--- src/design/msw_pkg.sv ---
`timescale 1ns / 1ps
package msw_pkg;

  localparam int unsigned TABLE_ENTRIES = 256;
  localparam int unsigned PORT_BITS     = 8;
  localparam int unsigned MAC_W         = 48;
  localparam int unsigned PORT_W        = 8;
  localparam int unsigned GROUP_BIT     = 40;

  // one request travelling down the row of entries
  typedef struct packed {
    logic              valid;
    logic              learned;
    logic              hit;
    logic              dst_group;
    logic [MAC_W-1:0]  src_mac;
    logic [MAC_W-1:0]  dst_mac;
    logic [PORT_W-1:0] port;
    logic [PORT_W-1:0] hit_port;
  } req_t;

endpackage

--- src/design/msw_cell.sv ---
`timescale 1ns / 1ps
module msw_cell #(
  parameter int unsigned PortBits = msw_pkg::PORT_BITS
) (
  input  logic          clk_i,
  input  logic          rst_ni,
  input  msw_pkg::req_t req_i,
  output msw_pkg::req_t req_o,
  output logic          valid_o
);
  import msw_pkg::*;

  localparam int unsigned StoreW = (PortBits < PORT_W) ? PortBits : PORT_W;

  logic              valid_q;
  logic [MAC_W-1:0]  mac_q;
  logic [StoreW-1:0] port_q;
  logic              learn_on;
  logic              fill;
  logic              src_match;
  logic              wr;
  logic              valid_new;
  logic [MAC_W-1:0]  mac_new;
  logic [StoreW-1:0] port_new;
  req_t              req_d;
  req_t              req_q;

  always_comb begin
    learn_on  = req_i.valid && !req_i.learned;
    fill      = learn_on && !valid_q;
    src_match = learn_on && valid_q && (mac_q == req_i.src_mac);
    wr        = fill || src_match;
    valid_new = valid_q || fill;
    mac_new   = fill ? req_i.src_mac : mac_q;
    port_new  = wr ? req_i.port[StoreW-1:0] : port_q;

    req_d         = req_i;
    req_d.learned = req_i.learned || wr;
    // lookup sees this entry after the learn of the same request
    if (req_i.valid && !req_i.hit && valid_new && (mac_new == req_i.dst_mac)) begin
      req_d.hit      = 1'b1;
      req_d.hit_port = PORT_W'(port_new);
    end
  end

  always_ff @(posedge clk_i or negedge rst_ni) begin
    if (!rst_ni) begin
      valid_q <= 1'b0;
      req_q   <= '0;
    end else begin
      valid_q <= valid_new;
      req_q   <= req_d;
    end
  end

  always_ff @(posedge clk_i) begin
    if (fill) begin
      mac_q <= req_i.src_mac;
    end
    if (wr) begin
      port_q <= req_i.port[StoreW-1:0];
    end
  end

  assign req_o   = req_q;
  assign valid_o = valid_q;

endmodule

--- config.mk ---
export PLATFORM = sky130hd
export DESIGN_NAME = msw_cell
export DESIGN_NICKNAME = d
export VERILOG_FILES = /design/src/design/msw_pkg.sv /design/src/design/msw_cell.sv
export SDC_FILE = /design/constraint.sdc
export NUM_CORES = 1
export LEC_CHECK = 0
export ABC_AREA = 1
export ABC_CLOCK_PERIOD_IN_PS = 1870
export BUFFER_PORTS_ARGS = -buffer_cell sky130_fd_sc_hd__buf_4
export CORE_MARGIN = 1
export CORE_UTILIZATION = 45
export DETAILED_ROUTE_END_ITERATION = 12
export GPL_ROUTABILITY_DRIVEN = 0
export PLACE_DENSITY = 0.88
export SYNTH_ARGS = -nofsm -noshare
export SYNTH_HDL_FRONTEND = slang
export SYNTH_SLANG_ARGS = --single-unit
--- constraint.sdc ---
create_clock -name clk_i -period 1.87 [get_ports clk_i]
set_clock_uncertainty 0.1 [all_clocks]
set_input_delay 0.374 -clock clk_i [delete_from_list [all_inputs] [get_ports clk_i]]
set_output_delay 0.374 -clock clk_i [all_outputs]
set_load 0.1 [all_outputs]
* Yosys cells after proc, flatten, opt, wreduce, memory -nomap -nowiden *
Cells that the tools add are included.

word-level totals
  flip-flop bits (word level) = 173
  input port bits = 118
  output and inout bits = 117
  word-level logic and storage cells = 30

cells by class
  equality and inequality tests = 2
  multiplexer cells = 4
  reduce and logical (&&, ||, !) cells = 13

operators by type and width
  kind                  count
  48-bit equality test  2
  48-bit two-way mux    1
  8-bit two-way mux     2
  1-bit logical AND     7
  1-bit zero test       3
  1-bit logical OR      3
  1-bit two-way mux     1

* Longest topological paths before layout *
  depth after elaboration = 7
  mapped depth = 16
  depth with buffers taken out = 15

* Least setup slack after synthesis *
No wires, ideal clock.

  path kind = reg-to-reg
  from = register valid_q, in the netlist valid_o
  to = register req_q, in the netlist req_o[0]
  setup time = 0.116 ns
  data arrival time = 2.438 ns
  required time = 1.654 ns
  setup slack = -0.784 ns
  cell stages (with the launch flop) = 14
  buffers on the path = 2
  period minus slack after synthesis = 2.654 ns
  path through = dfrtp_1 -> inv_2 -> nand3_2 -> buf_6 -> buf_2 -> nand2_1 -> o21ai_1 -> nor2_1 -> nor3_1 -> nand3_1 -> nor2_4 -> nand2_4 -> nand2_1 -> nand2_1

RTL lines
  item                    line            source
  from (decl)             msw_cell.sv:15  logic valid_q;
  from (signal assigned)  msw_cell.sv:51  valid_q <= valid_new;
  to (signal assigned)    msw_cell.sv:52  req_q <= req_d;
  to (decl)               msw_cell.sv:26  req_t req_q;

==> results.txt <==
Yosys mapped the design onto 25 distinct sky130hd cell types. Portion of total power attributed to combinational logic: 22.0%. In this run the tool buffered the top-level ports with 234 buffer cells. Cells with a size suffix above 1 make up 29.4% of the layout. TritonCTS built the clock tree.

The part of the cycle the worst path needs was 134%; the max-cap check violation count was 0. Sorting the synthesized cells by area gives the leading types as sky130_fd_sc_hd__dfrtp_1, sky130_fd_sc_hd__nand2_1, sky130_fd_sc_hd__dfxtp_1, sky130_fd_sc_hd__inv_1, sky130_fd_sc_hd__nand3_1. Counting every sink on the clock net gives 173. For this run, design rule violations remaining after detail routing come to 0.

The clock passes through at most 2 buffers. The first-pass iteration count of the detailed router is 9. Pin count of the biggest net entering global routing: 55.

The logs give 41.0% for the proportion of power drawn by flip-flops and latches and -5890 ps for the total negative setup slack. Relative to the synthesized area, the layout overhead comes to 61.4%. The largest total area in the synthesized netlist belongs to sky130_fd_sc_hd__dfrtp_1. The most instantiated flip-flop cell in the synthesis netlist was sky130_fd_sc_hd__dfrtp_1. The tools report the leftover overflow at the end of global routing as 0. The later-pin clock latency in the skew report is 440 ps, and the clock transition at the registers of the reported paths is 70 ps.

The run gives 37000 um as the first-pass GRT wire length. The critical path goes through inv_4, nand3_4, buf_4, buf_12, nand2_1, nand3_1, nand2_1, nor2_2, nand2_1, nor2_2, nand2_2, nor2_4, buf_12, nand3_2, nand2_1. The max-slew violation total from the final report is 0, and the worst setup margin is -638 ps. Cell count after placement: 1318.

The die area was 16000 um^2. The most critical setup path has its endpoint at req_o[7]$_DFF_PN0_. The transition time at the pin with the least slew margin was 347 ps; the H-tree depth was 4. The largest delay contributor family on the critical path was simple AND/OR/NAND/NOR gates. For the arrival time reported for the critical path endpoint, the log shows 2780 ps. CTS placed an instance of sky130_fd_sc_hd__clkbuf_16 at the clock tree root. Overall power consumption after layout is estimated at 9.65 mW. The run gives 1467 as the number of standard cells in the final layout excluding fillers. Buffers inserted during clock tree synthesis total 17. The tightest slew margin relative to the limit was 76.6%.

In this run the static leakage power is 5.87 nW. The slowest cell on the critical path was sky130_fd_sc_hd__dfrtp_4. The most common cell in the netlist is sky130_fd_sc_hd__nand2_1. The number of buffers and inverters on the critical path is 4.

For this run, the number of Yosys warnings is 0. The worst setup path is launched from a flip-flop. Number of instances in the synthesized netlist: 877.

In this run the critical register-to-register path is captured at req_o[7]$_DFF_PN0_. Synthesis produced a netlist with a net count of 995. The maximum fanout along the worst path came out at 18. In the synthesized netlist, the cells that appear most often are sky130_fd_sc_hd__nand2_1, sky130_fd_sc_hd__dfrtp_1, sky130_fd_sc_hd__inv_1. Across the VDD grid, the largest voltage drop is 0.664 mV. Detailed placement ended at an HPWL of 15500 um. Internal power comes to 6.56 mW. The violation count after the first detailed-route iteration was 691. The overall die width is 126 um.

The cell that appears most often on the critical path is sky130_fd_sc_hd__nand2_1. The hold violation total from the final report came out at 0. The core area is 15100 um^2.

After detailed routing, the average wire length per cell comes to 17.2 um. The share of the Yosys chip area taken by registers is 58.1%. Across all hold checks on the routed design, the worst slack comes to 36.3 ps. For this design the total switching power over the nets is 3.09 mW. The flip-flop and latch count after synthesis is 173, and the depth of the worst register-to-register path is 15. The logs give 0 for the number of antenna violations at the first check in global routing and 6970 um^2 for the summed instance area of the synthesized netlist.

The total power per unit cell area was 858 nW/um^2; the overall routing resource usage was 30.5%. The flow ran to the end, but the final reports show violations. The floorplan has 45 rows. Of the total power, the share spent switching nets is 32.0%.

The number of antenna diodes in the final layout is 0. The worst path needs 2510 ps of the cycle, external delays included. Tracing the worst setup path back leads to its startpoint at valid_o$_DFF_PN0_. The total I/O pin count is 235. Across all register-to-register paths, the minimum setup slack is -640 ps. The final reports fail on negative setup slack. The clock network fraction of total power was 37.0%. Dividing the detail-routed via count by the number of cells gives 5.22. Counting buffers and inverters, the worst setup path is 15 cells deep. The final route contains 7665 vias.

The final layout contains 1384 nets. At the worst endpoint, the required time is 2140 ps. The biggest cell delay along the critical path was 460 ps.

Setup repair after global routing could not meet its margin everywhere. The number of global-route vias before repair came out at 7497. The tools report the element type at the critical path end as a flip-flop.

The total wirelength of the detailed-routed design is 25200 um, and the share of the synthesized area in the top cell type is 42.0%. In the synthesized netlist the async set-or-reset flop fraction comes to 67.6%. The tools report the final antenna-violating net count as 0. Setup violations remaining at the end of the flow were counted as 17. For the utilization after layout, the log shows 74.2%. The class of the most critical setup path was flip-flop to flip-flop. The worst hold path belongs to the class primary input to flip-flop.

The die is 126 um tall. After synthesis, the mean cell area works out to 7.94 um^2. Based on the critical path, the design can be clocked at up to 399 MHz.

The initial cell density of the core is 46.0%, and the number of synthesized flops with an enable pin is 0. The startpoint of the worst register-to-register path is valid_o$_DFF_PN0_.
## worst register-to-register path, cell delays in order, from the launching register on
cell,delay [ps]
sky130_fd_sc_hd__dfrtp_4,460
sky130_fd_sc_hd__inv_4,50
sky130_fd_sc_hd__nand3_4,150
sky130_fd_sc_hd__buf_4,180
sky130_fd_sc_hd__buf_12,150
sky130_fd_sc_hd__nand2_1,80
sky130_fd_sc_hd__nand3_1,150
sky130_fd_sc_hd__nand2_1,90
sky130_fd_sc_hd__nor2_2,130
sky130_fd_sc_hd__nand2_1,70
sky130_fd_sc_hd__nor2_2,160
sky130_fd_sc_hd__nand2_2,90
sky130_fd_sc_hd__nor2_4,250
sky130_fd_sc_hd__buf_12,170
sky130_fd_sc_hd__nand3_2,70
sky130_fd_sc_hd__nand2_1,80
## flip-flops by register name, summed over array words and instances (netlist names)
name / cells
req_o: 116
port_q: 8
valid_o: 1
mac_q: 48
## kinds of logic after synthesis
| family | Yosys count | share of synthesized area, % |
|---|---|---|
| xor gates and xnor gates | 6 | 0.754 |
| buffers and inverters | 131 | 7.53 |
| DFF | 173 | 58.1 |
| and+or+nand+nor | 542 | 31.7 |
| AOI/OAI and AO/OA | 25 | 1.90 |
## metal layers
metal	share of wire, %	wire length (um)	up-vias	GRT usage (%)
met1	36	9050	3562	33.4
met4	6.1	1530	0	18.9
met5	0	0	-	0
li1	-	-	3438	-
met3	9.3	2330	156	7.80
met2	49	12300	509	53.0
## area by class of cell
cell class | count | area (um^2)
Clock inverter | 11 | 131
Timing Repair Buffer | 383 | 3290
Multi-Input combinational cell | 574 | 2630
Tap cell | 188 | 235
Clock buffer | 21 | 460
Inverter | 117 | 442
Sequential cell | 173 | 4060
Fill cell | 938 | 3900
## worst min path at each step
stage,startpoint,endpoint,cells past startpoint
2_1_floorplan,rst_ni,req_o[0]$_DFF_PN0_,0
3_3_place_gp,rst_ni,req_o[36]$_DFF_PN0_,1
3_5_place_dp,rst_ni,req_o[36]$_DFF_PN0_,1
4_1_cts,req_i[113],req_o[113]$_DFF_PN0_,3
5_1_grt,req_i[4],req_o[4]$_DFF_PN0_,3
6_report,req_i[2],req_o[2]$_DFF_PN0_,3
## timing repair
item	4_1_cts	5_1_grt
pin swaps	9	36
gates cloned	1	1
setup buffers	4	8
endpoints found under the hold margin	123	0
hold buffers	104	0
endpoints found under the setup margin	9	17
resized for setup	12	65
## stage by stage
stage / instance area, um^2 / worst slack, ps
floorplan: 7000 / -333
global placement: 9250 / -447
detailed placement: 9250 / -527
CTS: 11000 / -438
global route: 11200 / -708
finish: 11200 / -638
## placed cells by master (no fill, tap or decap), types with 3 or more instances in the layout
master / instances
sky130_fd_sc_hd__buf_12: 9
sky130_fd_sc_hd__buf_4: 264
sky130_fd_sc_hd__buf_6: 3
sky130_fd_sc_hd__clkbuf_16: 18
sky130_fd_sc_hd__clkinvlp_4: 3
sky130_fd_sc_hd__dfrtp_1: 116
sky130_fd_sc_hd__dfxtp_1: 54
sky130_fd_sc_hd__dlygate4sd3_1: 104
sky130_fd_sc_hd__inv_1: 115
sky130_fd_sc_hd__inv_6: 3
sky130_fd_sc_hd__nand2_1: 358
sky130_fd_sc_hd__nand2_2: 24
sky130_fd_sc_hd__nand2_4: 10
sky130_fd_sc_hd__nand3_1: 59
sky130_fd_sc_hd__nand3_2: 10
sky130_fd_sc_hd__nand3b_1: 11
sky130_fd_sc_hd__nor2_1: 53
sky130_fd_sc_hd__nor2_2: 9
sky130_fd_sc_hd__nor2_4: 3
sky130_fd_sc_hd__o21ai_0: 13
sky130_fd_sc_hd__o21ai_1: 5
sky130_fd_sc_hd__o21ai_2: 3
sky130_fd_sc_hd__xnor2_1: 5
## power by group through the flow
stage | registers [mW] | logic, mW | clock network, mW
after floorplan | 4.96 | 0.260 | 0
after global placement | 4.01 | 1.86 | 0
after detailed placement | 4.02 | 1.88 | 0
after CTS | 3.94 | 2.06 | 3.56
after global routing | 3.97 | 2.21 | 3.75
final | 3.95 | 2.12 | 3.57
Power figures use the tool's default switching activity.
